`config.mk`:
```
export PLATFORM = sky130hd
export DESIGN_NAME = hashed_page_table_unit
export DESIGN_NICKNAME = d
export VERILOG_FILES = /design/src/hpt_pkg.sv /design/src/hpt_front.sv /design/src/hpt_back.sv /design/src/hashed_page_table_unit.sv
export SDC_FILE = /design/constraint.sdc
export NUM_CORES = 2
export LEC_CHECK = 0
export BUFFER_PORTS_ARGS = -buffer_cell sky130_fd_sc_hd__buf_2
export CAP_MARGIN = 20
export CORE_AREA = 2 2 531 533
export CTS_CLUSTER_DIAMETER = 120
export CTS_CLUSTER_SIZE = 28
export DETAILED_ROUTE_END_ITERATION = 8
export DIE_AREA = 0 0 533 535
export SLEW_MARGIN = 20
export SYNTH_ARGS = -nofsm -noshare
export SYNTH_HDL_FRONTEND = slang
export SYNTH_SLANG_ARGS = --single-unit
```
`constraint.sdc`:
```
create_clock -name clock -period 22.4 [get_ports clock]
set_input_delay 2.24 -clock clock [delete_from_list [all_inputs] [get_ports clock]]
set_output_delay 2.24 -clock clock [all_outputs]
set_load 0.01 [all_outputs]
```
`src/hpt_pkg.sv`:
```
// Shared constants, result codes and the front-to-back command type of the hashed page table.
`default_nettype none

package hpt_pkg;

   localparam int BUCKETS     = 16;
   localparam int WAYS        = 4;
   localparam int PAGE_BITS   = 20;
   localparam int FRAME_BITS  = 20;

   // fixed port field widths
   localparam int FIELD_W     = 20;
   localparam int STATUS_W    = 3;
   localparam int COUNT_W     = 6;
   localparam int REQ_DATA_W  = 40;
   localparam int RSP_DATA_W  = 32;

   localparam logic [COUNT_W-1:0] COUNT_MAX = 6'd63;

   localparam int QUEUE_DEPTH = 2;

   localparam logic [STATUS_W-1:0] ST_INSERTED = 3'd0;
   localparam logic [STATUS_W-1:0] ST_UPDATED  = 3'd1;
   localparam logic [STATUS_W-1:0] ST_FULL     = 3'd2;
   localparam logic [STATUS_W-1:0] ST_HIT      = 3'd3;
   localparam logic [STATUS_W-1:0] ST_MISS     = 3'd4;

   typedef struct packed {
      logic valid;
      logic is_insert;
   } cmd_type;

endpackage

`default_nettype wire

```
`src/hpt_front.sv`:
```
// Front end: accepts requests, works out the bucket index and queues them for the back end.
`default_nettype none

module hpt_front #(
   parameter int BUCKETS    = hpt_pkg::BUCKETS,
   parameter int PAGE_BITS  = hpt_pkg::PAGE_BITS,
   parameter int FRAME_BITS = hpt_pkg::FRAME_BITS
) (
   input  wire logic                       clock,
   input  wire logic                       reset,
   input  wire logic                       in_valid,
   output logic                            in_ready,
   input  wire logic                       in_insert,
   input  wire logic [PAGE_BITS-1:0]       in_page,
   input  wire logic [FRAME_BITS-1:0]      in_frame,
   output hpt_pkg::cmd_type                q_cmd,
   output logic [$clog2(BUCKETS)-1:0]      q_bucket,
   output logic [PAGE_BITS-1:0]            q_page,
   output logic [FRAME_BITS-1:0]           q_frame,
   input  wire logic                       q_ready
);

   localparam int  BKT_W    = $clog2(BUCKETS);
   localparam bit  POW2     = (BUCKETS & (BUCKETS - 1)) == 0;
   localparam int  DIG_W    = 4;
   localparam int  DIG_VALS = 2 ** DIG_W;
   localparam int  NDIG     = (PAGE_BITS + DIG_W - 1) / DIG_W;
   localparam int  DIG_IW   = (NDIG > 1) ? $clog2(NDIG) : 1;
   localparam int  CNT_W    = $clog2(NDIG + 1);
   localparam int  QD       = hpt_pkg::QUEUE_DEPTH;
   localparam int  QP_W     = (QD > 1) ? $clog2(QD) : 1;
   localparam int  QC_W     = $clog2(QD + 1);
   localparam logic [BKT_W:0]   BKT_DIV  = (BKT_W + 1)'(BUCKETS);
   localparam logic [CNT_W-1:0] DIV_LOAD = POW2 ? '0 : CNT_W'(NDIG);

   // residue of every digit value at every digit position, modulo the bucket count
   typedef logic [NDIG-1:0][DIG_VALS-1:0][BKT_W-1:0] res_tab_type;

   function automatic res_tab_type residue_table();
      res_tab_type tab;
      int weight;
      weight = 1;
      for (int p = 0; p < NDIG; p++) begin
         for (int v = 0; v < DIG_VALS; v++) begin
            tab[p][v] = BKT_W'((v * weight) % BUCKETS);
         end
         weight = (weight * DIG_VALS) % BUCKETS;
      end
      return tab;
   endfunction

   localparam res_tab_type RES_TAB = residue_table();

   // holding stage; bucket counts that are not a power of two fold the page in one digit a cycle
   logic                  hold_valid_ff, hold_valid_in;
   logic                  hold_insert_ff;
   logic [PAGE_BITS-1:0]  hold_page_ff;
   logic [FRAME_BITS-1:0] hold_frame_ff;
   logic [CNT_W-1:0]      div_cnt_ff, div_cnt_in;
   logic [BKT_W-1:0]      rem_ff, rem_in;

   logic [CNT_W-1:0]              cnt_m1;
   logic [NDIG-1:0][DIG_W-1:0]    page_digits;
   logic [DIG_W-1:0]              digit;
   logic [BKT_W-1:0]              digit_res;
   logic [BKT_W:0]                rem_sum;
   logic [PAGE_BITS+BKT_W-1:0]    page_ext;
   logic [BKT_W-1:0]              bucket_calc;
   logic                          accept;
   logic                          push;
   logic                          pop;

   // queue
   logic                  qi_ff [QD];
   logic [BKT_W-1:0]      qb_ff [QD];
   logic [PAGE_BITS-1:0]  qp_ff [QD];
   logic [FRAME_BITS-1:0] qf_ff [QD];
   logic [QP_W-1:0]       wr_ptr_ff, wr_ptr_in;
   logic [QP_W-1:0]       rd_ptr_ff, rd_ptr_in;
   logic [QC_W-1:0]       q_cnt_ff, q_cnt_in;
   logic                  q_full;

   assign q_full   = q_cnt_ff == QC_W'(QD);
   assign push     = hold_valid_ff && (div_cnt_ff == '0) && !q_full;
   assign in_ready = !hold_valid_ff || push;
   assign accept   = in_valid && in_ready;

   assign cnt_m1      = div_cnt_ff - CNT_W'(1);
   assign page_digits = (NDIG * DIG_W)'(hold_page_ff);
   assign digit       = page_digits[cnt_m1[DIG_IW-1:0]];
   assign digit_res   = RES_TAB[cnt_m1[DIG_IW-1:0]][digit];
   assign rem_sum     = {1'b0, rem_ff} + {1'b0, digit_res};
   assign page_ext    = (PAGE_BITS + BKT_W)'(hold_page_ff);
   assign bucket_calc = POW2 ? page_ext[BKT_W-1:0] : rem_ff;

   always_comb begin
      hold_valid_in = hold_valid_ff;
      div_cnt_in    = div_cnt_ff;
      rem_in        = rem_ff;
      if (hold_valid_ff && div_cnt_ff != '0) begin
         div_cnt_in = cnt_m1;
         rem_in     = (rem_sum >= BKT_DIV) ? BKT_W'(rem_sum - BKT_DIV) : BKT_W'(rem_sum);
      end
      if (push) begin
         hold_valid_in = 1'b0;
      end
      if (accept) begin
         hold_valid_in = 1'b1;
         div_cnt_in    = DIV_LOAD;
         rem_in        = '0;
      end
   end

   always_ff @(posedge clock) begin
      if (reset) begin
         hold_valid_ff <= 1'b0;
         div_cnt_ff    <= '0;
      end else begin
         hold_valid_ff <= hold_valid_in;
         div_cnt_ff    <= div_cnt_in;
      end
      rem_ff <= rem_in;
      if (accept) begin
         hold_insert_ff <= in_insert;
         hold_page_ff   <= in_page;
         hold_frame_ff  <= in_frame;
      end
   end

   assign pop = q_cmd.valid && q_ready;

   always_comb begin
      wr_ptr_in = wr_ptr_ff;
      rd_ptr_in = rd_ptr_ff;
      q_cnt_in  = q_cnt_ff;
      if (push) begin
         wr_ptr_in = (wr_ptr_ff == QP_W'(QD - 1)) ? '0 : wr_ptr_ff + QP_W'(1);
      end
      if (pop) begin
         rd_ptr_in = (rd_ptr_ff == QP_W'(QD - 1)) ? '0 : rd_ptr_ff + QP_W'(1);
      end
      if (push && !pop) begin
         q_cnt_in = q_cnt_ff + QC_W'(1);
      end else if (pop && !push) begin
         q_cnt_in = q_cnt_ff - QC_W'(1);
      end
   end

   always_ff @(posedge clock) begin
      if (reset) begin
         wr_ptr_ff <= '0;
         rd_ptr_ff <= '0;
         q_cnt_ff  <= '0;
      end else begin
         wr_ptr_ff <= wr_ptr_in;
         rd_ptr_ff <= rd_ptr_in;
         q_cnt_ff  <= q_cnt_in;
      end
      if (push) begin
         qi_ff[wr_ptr_ff] <= hold_insert_ff;
         qb_ff[wr_ptr_ff] <= bucket_calc;
         qp_ff[wr_ptr_ff] <= hold_page_ff;
         qf_ff[wr_ptr_ff] <= hold_frame_ff;
      end
   end

   assign q_cmd.valid     = q_cnt_ff != '0;
   assign q_cmd.is_insert = qi_ff[rd_ptr_ff];
   assign q_bucket        = qb_ff[rd_ptr_ff];
   assign q_page          = qp_ff[rd_ptr_ff];
   assign q_frame         = qf_ff[rd_ptr_ff];

endmodule

`default_nettype wire

```
`src/hpt_back.sv`:
```
// Back end: bucket memory, slot compare, write back, collision count and result register.
`default_nettype none

module hpt_back #(
   parameter int BUCKETS    = hpt_pkg::BUCKETS,
   parameter int WAYS       = hpt_pkg::WAYS,
   parameter int PAGE_BITS  = hpt_pkg::PAGE_BITS,
   parameter int FRAME_BITS = hpt_pkg::FRAME_BITS
) (
   input  wire logic                              clock,
   input  wire logic                              reset,
   input  wire hpt_pkg::cmd_type                  q_cmd,
   input  wire logic [$clog2(BUCKETS)-1:0]        q_bucket,
   input  wire logic [PAGE_BITS-1:0]              q_page,
   input  wire logic [FRAME_BITS-1:0]             q_frame,
   output logic                                   q_ready,
   output logic                                   out_valid,
   input  wire logic                              out_ready,
   output logic [hpt_pkg::STATUS_W-1:0]           out_status,
   output logic [hpt_pkg::FIELD_W-1:0]            out_frame,
   output logic [hpt_pkg::COUNT_W-1:0]            out_collisions
);

   localparam int BKT_W  = $clog2(BUCKETS);
   localparam int FILL_W = $clog2(WAYS + 1);
   localparam int WAY_W  = (WAYS > 1) ? $clog2(WAYS) : 1;
   localparam int CW     = hpt_pkg::COUNT_W;

   typedef logic [WAYS-1:0][PAGE_BITS-1:0]  pages_type;
   typedef logic [WAYS-1:0][FRAME_BITS-1:0] frames_type;

   // bucket memory: fill count plus page and frame rows
   logic [FILL_W-1:0] fill_mem  [BUCKETS];
   pages_type         page_mem  [BUCKETS];
   frames_type        frame_mem [BUCKETS];

   logic              clear_done_ff;
   logic [BKT_W-1:0]  clear_cnt_ff;

   logic [FILL_W-1:0] rd_fill_ff;
   pages_type         rd_pages_ff;
   frames_type        rd_frames_ff;

   logic              byp_ff, byp_in;
   logic [FILL_W-1:0] byp_fill_ff;
   pages_type         byp_pages_ff;
   frames_type        byp_frames_ff;

   logic                  s1_valid_ff, s1_valid_in;
   logic                  s1_insert_ff;
   logic [BKT_W-1:0]      s1_bucket_ff;
   logic [PAGE_BITS-1:0]  s1_page_ff;
   logic [FRAME_BITS-1:0] s1_frame_ff;

   logic [CW-1:0]         coll_ff, coll_in;

   logic                          rsp_valid_ff, rsp_valid_in;
   logic [hpt_pkg::STATUS_W-1:0]  rsp_status_ff;
   logic [hpt_pkg::FIELD_W-1:0]   rsp_frame_ff;

   logic              out_free;
   logic              s1_advance;
   logic              q_pop;

   logic [FILL_W-1:0] cur_fill;
   pages_type         cur_pages;
   frames_type        cur_frames;
   logic              match_found;
   logic [WAY_W-1:0]  match_idx;
   logic              bucket_full;
   logic [WAY_W-1:0]  free_idx;

   logic              wr_en;
   logic [FILL_W-1:0] new_fill;
   pages_type         new_pages;
   frames_type        new_frames;
   logic [hpt_pkg::STATUS_W-1:0] status_calc;
   logic [FRAME_BITS-1:0]        frame_calc;

   assign out_free   = !rsp_valid_ff || out_ready;
   assign s1_advance = s1_valid_ff && out_free;
   assign q_ready    = clear_done_ff && (!s1_valid_ff || s1_advance);
   assign q_pop      = q_cmd.valid && q_ready;

   assign cur_fill   = byp_ff ? byp_fill_ff   : rd_fill_ff;
   assign cur_pages  = byp_ff ? byp_pages_ff  : rd_pages_ff;
   assign cur_frames = byp_ff ? byp_frames_ff : rd_frames_ff;

   assign bucket_full = cur_fill >= FILL_W'(WAYS);
   assign free_idx    = WAY_W'(cur_fill);

   // lowest matching valid slot
   always_comb begin
      match_found = 1'b0;
      match_idx   = '0;
      for (int w = WAYS - 1; w >= 0; w--) begin
         if (FILL_W'(w) < cur_fill && cur_pages[w] == s1_page_ff) begin
            match_found = 1'b1;
            match_idx   = WAY_W'(w);
         end
      end
   end

   always_comb begin
      wr_en       = 1'b0;
      new_fill    = cur_fill;
      new_pages   = cur_pages;
      new_frames  = cur_frames;
      coll_in     = coll_ff;
      frame_calc  = '0;
      status_calc = hpt_pkg::ST_MISS;
      if (!s1_insert_ff) begin
         if (match_found) begin
            status_calc = hpt_pkg::ST_HIT;
            frame_calc  = cur_frames[match_idx];
         end
      end else if (match_found) begin
         status_calc           = hpt_pkg::ST_UPDATED;
         wr_en                 = 1'b1;
         new_frames[match_idx] = s1_frame_ff;
      end else if (!bucket_full) begin
         status_calc          = hpt_pkg::ST_INSERTED;
         wr_en                = 1'b1;
         new_fill             = cur_fill + FILL_W'(1);
         new_pages[free_idx]  = s1_page_ff;
         new_frames[free_idx] = s1_frame_ff;
         if (cur_fill != '0 && coll_ff != hpt_pkg::COUNT_MAX) begin
            coll_in = coll_ff + CW'(1);
         end
      end else begin
         status_calc = hpt_pkg::ST_FULL;
      end
   end

   // the row written this cycle is forwarded when the next read hits the same bucket
   always_comb begin
      byp_in = byp_ff;
      if (q_pop) begin
         byp_in = s1_advance && (q_bucket == s1_bucket_ff);
      end
   end

   always_comb begin
      s1_valid_in = s1_valid_ff;
      if (q_pop) begin
         s1_valid_in = 1'b1;
      end else if (s1_advance) begin
         s1_valid_in = 1'b0;
      end
      rsp_valid_in = rsp_valid_ff;
      if (s1_advance) begin
         rsp_valid_in = 1'b1;
      end else if (out_ready) begin
         rsp_valid_in = 1'b0;
      end
   end

   // memory ports
   always_ff @(posedge clock) begin
      if (!clear_done_ff) begin
         fill_mem[clear_cnt_ff] <= '0;
      end else if (s1_advance && wr_en) begin
         fill_mem[s1_bucket_ff]  <= new_fill;
         page_mem[s1_bucket_ff]  <= new_pages;
         frame_mem[s1_bucket_ff] <= new_frames;
      end
      if (q_pop) begin
         rd_fill_ff   <= fill_mem[q_bucket];
         rd_pages_ff  <= page_mem[q_bucket];
         rd_frames_ff <= frame_mem[q_bucket];
      end
   end

   always_ff @(posedge clock) begin
      if (reset) begin
         clear_done_ff <= 1'b0;
         clear_cnt_ff  <= '0;
         s1_valid_ff   <= 1'b0;
         rsp_valid_ff  <= 1'b0;
         byp_ff        <= 1'b0;
         coll_ff       <= '0;
      end else begin
         if (!clear_done_ff) begin
            clear_cnt_ff <= clear_cnt_ff + BKT_W'(1);
            if (clear_cnt_ff == BKT_W'(BUCKETS - 1)) begin
               clear_done_ff <= 1'b1;
            end
         end
         s1_valid_ff  <= s1_valid_in;
         rsp_valid_ff <= rsp_valid_in;
         byp_ff       <= byp_in;
         if (s1_advance) begin
            coll_ff <= coll_in;
         end
      end
      if (q_pop) begin
         s1_insert_ff  <= q_cmd.is_insert;
         s1_bucket_ff  <= q_bucket;
         s1_page_ff    <= q_page;
         s1_frame_ff   <= q_frame;
         byp_fill_ff   <= new_fill;
         byp_pages_ff  <= new_pages;
         byp_frames_ff <= new_frames;
      end
      if (s1_advance) begin
         rsp_status_ff <= status_calc;
         rsp_frame_ff  <= hpt_pkg::FIELD_W'(frame_calc);
      end
   end

   assign out_valid      = rsp_valid_ff;
   assign out_status     = rsp_status_ff;
   assign out_frame      = rsp_frame_ff;
   assign out_collisions = coll_ff;

   a_no_pop_in_clear : assert property (@(posedge clock) disable iff (reset)
      !clear_done_ff |-> !q_pop)
      else $error("request issued during clearing pass");

   a_fill_bound : assert property (@(posedge clock) disable iff (reset)
      s1_valid_ff |-> cur_fill <= FILL_W'(WAYS))
      else $error("bucket fill count above way count");

   a_coll_on_insert : assert property (@(posedge clock) disable iff (reset)
      (coll_ff != $past(coll_ff)) |-> $past(s1_advance && s1_insert_ff))
      else $error("collision count moved without an insert");

   a_rsp_from_stage : assert property (@(posedge clock) disable iff (reset)
      $rose(rsp_valid_ff) |-> $past(s1_valid_ff))
      else $error("result without a request in the compare stage");

endmodule

`default_nettype wire

```
`src/hashed_page_table_unit.sv`:
```
// Top level of the hashed page table: stream ports, front end and back end.
//
// Hashed page table with bounded chaining: a request either looks up a virtual page or
// inserts/updates a mapping; the page selects bucket page mod BUCKETS, each holding up to
// WAYS slots filled lowest first. Every request gives exactly one response with a status,
// the frame on a lookup hit (zero otherwise) and the running collision count. When BUCKETS
// is a power of two, a request is accepted each cycle and the back end sustains one per
// cycle while the response side does not stall: one registered read of the whole bucket
// row, then a compare and write-back stage that overlaps the next read (a row written
// back is forwarded to a read of the same bucket). A request passes the holding register,
// the queue, the compare stage and the response register. For other bucket counts the
// front end forms the bucket index from a constant residue table, one four-bit page digit
// a cycle, and takes no new request until the held one has its index. After reset a
// clearing pass empties the fill count of every bucket; no request reaches the table
// before it ends.
`default_nettype none

module hashed_page_table_unit #(
   parameter int BUCKETS    = hpt_pkg::BUCKETS,
   parameter int WAYS       = hpt_pkg::WAYS,
   parameter int PAGE_BITS  = hpt_pkg::PAGE_BITS,
   parameter int FRAME_BITS = hpt_pkg::FRAME_BITS
) (
   input  wire logic                               clock,
   input  wire logic                               reset,
   input  wire logic                               req_tvalid,
   output logic                                    req_tready,
   // [19:0] page number, [39:20] frame number
   input  wire logic [hpt_pkg::REQ_DATA_W-1:0]     req_tdata,
   // [0] req_type
   input  wire logic                               req_tuser,
   output logic                                    rsp_tvalid,
   input  wire logic                               rsp_tready,
   // [19:0] frame_out, [25:20] collision_total, [31:26] zero
   output logic [hpt_pkg::RSP_DATA_W-1:0]          rsp_tdata,
   // [2:0] status
   output logic [hpt_pkg::STATUS_W-1:0]            rsp_tuser
);

   localparam int FW = hpt_pkg::FIELD_W;

   hpt_pkg::cmd_type                 q_cmd;
   logic [$clog2(BUCKETS)-1:0]       q_bucket;
   logic [PAGE_BITS-1:0]             q_page;
   logic [FRAME_BITS-1:0]            q_frame;
   logic                             q_ready;
   logic [PAGE_BITS-1:0]             in_page;
   logic [FRAME_BITS-1:0]            in_frame;
   logic [FW-1:0]                    out_frame;
   logic [hpt_pkg::COUNT_W-1:0]      out_collisions;

   assign in_page  = PAGE_BITS'(req_tdata[FW-1:0]);
   assign in_frame = FRAME_BITS'(req_tdata[2*FW-1:FW]);

   hpt_front #(
      .BUCKETS    (BUCKETS),
      .PAGE_BITS  (PAGE_BITS),
      .FRAME_BITS (FRAME_BITS)
   ) u_front (
      .clock     (clock),
      .reset     (reset),
      .in_valid  (req_tvalid),
      .in_ready  (req_tready),
      .in_insert (req_tuser),
      .in_page   (in_page),
      .in_frame  (in_frame),
      .q_cmd     (q_cmd),
      .q_bucket  (q_bucket),
      .q_page    (q_page),
      .q_frame   (q_frame),
      .q_ready   (q_ready)
   );

   hpt_back #(
      .BUCKETS    (BUCKETS),
      .WAYS       (WAYS),
      .PAGE_BITS  (PAGE_BITS),
      .FRAME_BITS (FRAME_BITS)
   ) u_back (
      .clock          (clock),
      .reset          (reset),
      .q_cmd          (q_cmd),
      .q_bucket       (q_bucket),
      .q_page         (q_page),
      .q_frame        (q_frame),
      .q_ready        (q_ready),
      .out_valid      (rsp_tvalid),
      .out_ready      (rsp_tready),
      .out_status     (rsp_tuser),
      .out_frame      (out_frame),
      .out_collisions (out_collisions)
   );

   assign rsp_tdata = {(hpt_pkg::RSP_DATA_W - FW - hpt_pkg::COUNT_W)'(0),
                       out_collisions, out_frame};

endmodule

`default_nettype wire
```
# --- After elaboration in Yosys (flattened, before gate mapping) ---
# Memory sizes are Yosys's and may differ from the RTL's. A register that Yosys moved wholly into a read port is not among the register bits.
# Cells that the tools add are included.
classes:
  addsub: 8
  magnitude_cmp: 9
  n_bitwise: 2
  n_eq_ne: 8
  reduce_logical: 39
  muxes: 59
ops:
  columns: ["op", "n"]
  rows:
  - ["2-to-1 mux 80 bit", 8]
  - ["bitwise mux 80 bit", 3]
  - ["demux 20 bit (select 2 bit)", 2]
  - ["equality test 20 bit", 4]
  - ["2-to-1 mux 20 bit", 3]
  - ["binary-select mux 20 bit (select 2 bit)", 1]
  - ["2-to-1 mux 1 bit", 26]
  - ["2-to-1 mux 3 bit", 8]
  - ["logical AND 1 bit", 18]
  - ["2-to-1 mux 2 bit", 7]
  - ["nonzero test 2 bit", 5]
  - ["adder 6 x 1 -> 6 bit, second input constant", 1]
  - ["logical NOT 1 bit", 6]
  - ["less-than comparator 1 x 3 -> 1 bit, first input constant", 2]
  - ["less-than comparator 2 x 3 -> 1 bit, first input constant", 2]
  - ["less-than comparator 2 x 3 -> 1 bit, second input constant", 2]
  - ["inequality test 6 bit, second input constant", 1]
  - ["nonzero test 3 bit", 2]
  - ["AND reduction 5 bit", 1]
  - ["adder 4 x 1 -> 4 bit, second input constant", 1]
  - ["equality test 4 bit", 1]
  - ["equality test 4 bit, second input constant", 1]
  - [">= comparator 2 x 1 -> 1 bit, second input constant", 2]
  - ["2-to-1 mux 4 bit", 1]
  - ["12 further kinds", 17]
totals:
  register_bits: 253
  out_inout_bits: 37
  inputBits: 45
  ramBits: 2698
  n_memories: 7
  wordCells: 158
mem_list:
  columns: ["memory", "depth", "width", "read_ports", "rd_clocked_by_memory_dff", "write_ports", "line", "text"]
  rows:
  - ["u_back.frame_mem", 16, 80, 1, 1, 1, "hpt_back.sv:35", "frames_type frame_mem [BUCKETS];"]
  - ["u_back.page_mem", 16, 80, 1, 1, 1, "hpt_back.sv:34", "pages_type page_mem [BUCKETS];"]
  - ["u_back.fill_mem", 16, 3, 1, 1, 1, "hpt_back.sv:33", "logic [FILL_W-1:0] fill_mem [BUCKETS];"]
  - ["u_front.qf_ff", 2, 20, 1, 1, 1, "hpt_front.sv:77", "logic [FRAME_BITS-1:0] qf_ff [QD];"]
  - ["u_front.qp_ff", 2, 20, 1, 1, 1, "hpt_front.sv:76", "logic [PAGE_BITS-1:0] qp_ff [QD];"]
  - ["u_front.qb_ff", 2, 4, 1, 1, 1, "hpt_front.sv:75", "logic [BKT_W-1:0] qb_ff [QD];"]
  - ["1 more memories", null, null, null, null, null, null, null]

# --- Longest topological paths before layout ---
logic_depth:
  depth_word: 15
  mapped_depth: 14
  ltp_nobuf: 9

# --- Hierarchy ---
# A second synthesis with hierarchy kept.
hier_totals:
  hier_cells: 5091
  area_unflattened_um2: 120449.3
modules_own_cells:
  columns: ["module", "cells_each", "n_inst", "area_each_um2"]
  rows:
  - ["hpt_back", 4862, 1, 115726.0]
  - ["hpt_front", 222, 1, 4674.5]
  - ["hashed_page_table_unit", 7, 1, 48.8]

# --- Least setup slack after synthesis ---
# OpenSTA, ideal clock, no wires.
synth_path:
  kind: "in2reg"
  start: "input port rsp_tready"
  end: "register u_front.q_cnt_ff[1]"
  arrival_ps: 22727
  n_path_buf: 0
  required_time_ps: 22330
  slack_ps: -398
  path_stages: 6
  path_cell_list: "nor2b_1 > a21oi_1 > inv_1 > ha_1 > or3_1 > a21oi_1"
synth_via:
  elab_chain_cells: 8
synth_lines:
  columns: ["element", "line", "text"]
  rows:
  - ["start, declared", "hashed_page_table_unit.sv:33", "input wire logic rsp_tready,"]
  - ["logical OR 1 bit *", "hpt_back.sv:80", "assign out_free = !rsp_valid_ff || out_ready;"]
  - ["logical AND 1 bit *", "hpt_back.sv:81", "assign s1_advance = s1_valid_ff && out_free;"]
  - ["logical OR 1 bit *", "hpt_back.sv:82", "assign q_ready = clear_done_ff && (!s1_valid_ff || s1_advance);"]
  - ["logical AND 1 bit *", "hpt_back.sv:82", null]
  - ["logical AND 1 bit *", null, null]
  - ["named net u_back.q_pop", "hpt_back.sv:63", "logic q_pop;"]
  - ["logical NOT 1 bit", "hpt_front.sv:142", "if (push && !pop) begin"]
  - ["logical AND 1 bit", "hpt_front.sv:142", null]
  - ["2-to-1 mux 2 bit / nonzero test 2 bit (equally long branches)", null, null]
  - ["end signal, assigned", "hpt_front.sv:157", "q_cnt_ff <= q_cnt_in;"]
  - ["end, declared", "hpt_front.sv:80", "logic [QC_W-1:0] q_cnt_ff, q_cnt_in;"]
# The timed path passes the listed nets; every way through them passes the cells marked *.
# A chain may end at the register's enable or synchronous reset.

# --- Final worst setup path ---
layout_path:
  start: "register u_back.byp_ff"
  end: "memory u_back.page_mem[11][41] (netlist name), enable pin"
layout_via:
  elab_chain_cells: 13
layout_lines:
  columns: ["element", "line", "text"]
  rows:
  - ["start, declared", "hpt_back.sv:44", "logic byp_ff, byp_in;"]
  - ["start signal, assigned", "hpt_back.sv:191", "byp_ff <= byp_in;"]
  - ["2-to-1 mux 3 bit / 2-to-1 mux 80 bit (equally long branches)", "hpt_back.sv:85, hpt_back.sv:86", null]
  - ["less-than comparator 2 x 3 -> 1 bit / equality test 20 bit (equally long branches)", "hpt_back.sv:97", "if (FILL_W'(w) < cur_fill && cur_pages[w] == s1_page_ff) begin"]
  - ["logical AND 1 bit", "hpt_back.sv:97", null]
  - ["2-to-1 mux 1 bit (4 in series)", "hpt_back.sv:97", null]
  - ["2-to-1 mux 1 bit *", "hpt_back.sv:117", "end else if (match_found) begin"]
  - ["2-to-1 mux 1 bit *", "hpt_back.sv:112", "if (!s1_insert_ff) begin"]
  - ["logical AND 1 bit *", "hpt_back.sv:162", "end else if (s1_advance && wr_en) begin"]
  - ["2-to-1 mux 1 bit *", "hpt_back.sv:162", null]
  - ["2-to-1 mux 1 bit *", "hpt_back.sv:160", "if (!clear_done_ff) begin"]
  - ["2-to-1 mux 1 bit (not written as such) *", "hpt_back.sv:164", "page_mem[s1_bucket_ff] <= new_pages;"]
  - ["end, declared", "hpt_back.sv:34", null]
# Mark *: on every way between the ends. The rest lies on a longest branch, timed or not.

==> flow_summary_export.csv <==
group,metric,value,unit
cts,clk_pin_slew_worst_paths,0.11,ns
critical_path,crit_path_max_fanout,93,
synth,synth_compound_area_share,3.707,%
placement,portBuffers,75,
power_and_ir_drop,power.density,74.93,mW/mm^2
grt,track_usage,22.89,%
die,fp.dieH,535,microns
grt,grt_pass1_wl,491000,microns
die,start_util,44.82,%
route,num_vias,75100,
cts,post-cts-setup-buffers,0,
die,coreArea,0.2789,sq mm
critical_path,end_kind,"flop",
job,max_cap_viol_count,0,
route,drtIter0Drc,9257,
critical_path,cp.arrival,7.87,ns
route,via_per_inst,5.908,
worst_hold_path,hold_class,"reg2reg",
route,drt_pass1_iterations,6,
sta,finalCritPeriodShare,33.17,%
layout,layout.nets,9011,
power_and_ir_drop,p_total,10010,uW
grt,grt_overflow,0,
die,die-area,0.2852,sq mm
sta,hold_viol_final,0,
layout,syn2layout_area_growth,6.817,%
sta,slew-limit-headroom,21.04,%
die,die_x,533,microns
route,drc,0,
cts,cts_tree,"done",
synth,synthFlopType,"edfxtp_1",
cts,h-tree-depth,4,
route,ant_nets,0,
grt,grt_max_degree,185,
cts,numClockSinks,3148,
critical_path,crit_required,22.84,ns
synth,ys_ff_latch,3148,
synth,avgSynthCellArea,13.62,sq um
die,num_rows,194,
sta,slew_viol_final,0,
sta,max_clock_freq,0.1346,GHz
synth,synth_top_family_by_area,"simple AND/OR/NAND/NOR gates",
cts,clockRootBuffer,"clkbuf_16",
critical_path,crit_type,"reg2reg",
sta,clock_skew,0.09061,ns
sta,fin_crit,7.430,ns
synth,syn_inst,9175,
synth,ys_warn_count,0,
placement,place.gp.congestion,0.8757,
layout,final_layout_size_suffix_gt1_share,8.046,%
power_and_ir_drop,ir_drop,0.05571,mV
die,io_pins,82,
outcome,status,"completed",
sta,whs,0.4567,ns
sta,setup_tns,0,ns
layout,fillCellCount,23850,
synth,synthArstFlopShare,0,%
critical_path,startpoint_type,"flop",
route,wl_per_cell,26.35,microns
placement,dp_hpwl,174200,microns
power_and_ir_drop,leakage,0.04375,uW
synth,synth_fa_ha_area_share,0.1001,%
synth,synthXorXnorAreaFrac,0.6446,%
cts,numCtsBuffers,139,
cts,clk_latency,0.88,ns
grt,grt_pass1_vias,72070,
synth,synthMuxAreaShare,3.235,%
cts,ctsResizeCount,0,
sta,setup_viol,0,
cts,cts_buffer_depth,4,
sta,tightestPinTransition,1.184,ns
cts,cts_hold_buf,0,
synth,synth-edff-count,3125,
synth,seq_area_frac_synth,75.44,%
synth,synth-simple-area-share,14.76,%
route,drt_wl_total,334900,microns
sta,rsz0062_at_grt,"no",
grt,antenna_found_initial,12,
synth,synth_cell_types,60,
synth,netlist_area,0.1250,sq mm
layout,utilization,47.87,%
==> cell usage in the layout, fill, tap and decap left out, types with 89 or more instances in the layout <==
cell | Yosys | final
nand3_1 | 1313 | 1309
and3_1 | 168 | 168
mux2_2 | 208 | 208
xnor2_1 | 89 | 89
mux2i_1 | 170 | 117
a31oi_1 | 165 | 165
a311oi_1 | 328 | 328
nand2_1 | 2644 | 2644
edfxtp_1 | 3125 | 3125
buf_4 | 7 | 169
clkbuf_16 | 0 | 143
==> cell families (layout without fill, tap and decap cells) <==
| family | Yosys count | after routing |
|---|---|---|
| and+or+nand+nor | 4287 | 4287 |
| buffers and inverters | 666 | 472 |
| other | 1 | 8 |
| xor gates and xnor gates | 92 | 92 |
| muxes | 378 | 378 |
| adders and majority gates | 10 | 10 |
| DFF | 3148 | 3148 |
| AOI/OAI and AO/OA | 593 | 593 |
==> metal layers <==
layer,wire length (microns),share of wire [%],track usage [%],vias to the layer above
met3,22530,6.7,2.284,427
met5,35,0.010,0,-
met2,161300,48,37.81,2931
met4,9530,2.8,6.365,6
li1,-,-,-,33220
met1,141500,42,32.43,38520
==> sequential cells by signal (all words and copies together), names as in the netlist, 2 cells and up, named ones only <==
name	cells
u_back.frame_mem	1280
u_back.page_mem	1280
u_back.byp_frames_ff	80
u_back.byp_pages_ff	80
u_back.rd_frames_ff	80
u_back.rd_pages_ff	80
u_back.fill_mem	48
u_front.qf_ff	40
u_front.qp_ff	40
u_back.out_frame	20
u_back.s1_frame_ff	20
u_back.s1_page_ff	20
u_front.hold_frame_ff	20
u_front.hold_page_ff	20
u_back.out_collisions	6
u_back.clear_cnt_ff	4
u_back.s1_bucket_ff	4
u_back.byp_fill_ff	3
u_back.out_status	3
u_back.rd_fill_ff	3
u_front.div_cnt_ff	3
u_front.q_cnt_ff	2
u_front.qi_ff	2
==> stage by stage <==
| step | setup WS (ns) | instance area, sq um | std cells |
|---|---|---|---|
| 2_1_floorplan | 6.261 | 125000 | 9180 |
| 3_3_place_gp | 15.00 | 129500 | 12530 |
| 3_5_place_dp | 14.85 | 129700 | 12540 |
| 4_1_cts | 14.77 | 133400 | 12710 |
| 5_1_grt | 14.61 | 133500 | 12710 |
| 6_report | 14.97 | 133500 | 12710 |
==> worst max-delay path: stages (launching register included) <==
cell and delay (ns):
dfxtp_4 0.66, buf_4 0.85, mux2i_1 0.47, xnor2_1 0.23
nor4_1 0.37, nand4_1 0.18, nor4_2 0.63, or4_1 0.51
o2111ai_2 0.45, nor2_4 0.89, buf_12 0.64, buf_4 0.84
==> final cells by class <==
cell class	instances	area (sq um)	area share, %
clock buffer	164	3657	2.739
tap	3724	4659	3.490
multi-input combinational	5366	28650	21.46
timing repair buffer	264	2003	1.500
antenna	2	5.005	0.003748
clock inverter	7	82.58	0.06185
sequential	3148	94310	70.63
inverter	37	161.4	0.1209
==> cells in the mapped netlist (3+ instances only) <==
library cell / n / area share [%]
inv_1: 34 / 0.10
nor4_1: 27 / 0.14
nand2_1: 2644 / 7.9
nor3_1: 27 / 0.11
a21oi_1: 38 / 0.15
dfxtp_1: 23 / 0.37
a222oi_1: 20 / 0.16
a21boi_0: 4 / 0.024
and2_1: 5 / 0.025
a22oi_1: 8 / 0.048
ha_1: 10 / 0.10
buf_2: 22 / 0.088
nand3_1: 1313 / 5.3
o21ai_0: 7 / 0.028
or3_1: 4 / 0.020
a311oi_1: 328 / 2.3
xor2_1: 3 / 0.021
nor2b_1: 9 / 0.045
buf_4: 7 / 0.042
buf_1: 25 / 0.075
nor2_1: 50 / 0.15
buf_6: 7 / 0.063
nand2b_1: 12 / 0.060
or4_1: 4 / 0.024
a221oi_1: 3 / 0.021
a31oi_1: 165 / 0.83
mux2_2: 208 / 1.9
clkbuf_1: 566 / 1.7
edfxtp_1: 3125 / 75
xnor2_1: 89 / 0.62
nor4b_1: 3 / 0.021
and3_1: 168 / 0.84
nand4_1: 13 / 0.065
a32oi_1: 3 / 0.021
mux2i_1: 170 / 1.4
o2111ai_1: 3 / 0.021
==> final timing paths <==
check                                    start                                 to  slack [ns]  cells past startpoint
max                 u_back.byp_ff$_SDFFE_PP0P_  u_back.page_mem[11][41]$_DFFE_PP_       14.97                     11
min          u_front.hold_page_ff[5]$_DFFE_PP_      u_front.qp_ff[1][5]$_DFFE_PP_        0.46                      0
max reg2reg         u_back.byp_ff$_SDFFE_PP0P_  u_back.page_mem[11][41]$_DFFE_PP_       14.97                     11
min reg2reg  u_front.hold_page_ff[5]$_DFFE_PP_      u_front.qp_ff[1][5]$_DFFE_PP_        0.46                      0
==> report_power, final <==
group	switching, uW	internal (uW)	leakage (uW)
clock network	1760	1180	0.00183
logic	472	180	0.0136
registers	8.51	6410	0.0283
total	2240	7770	0.0438
(Power assumes the default switching activity.)
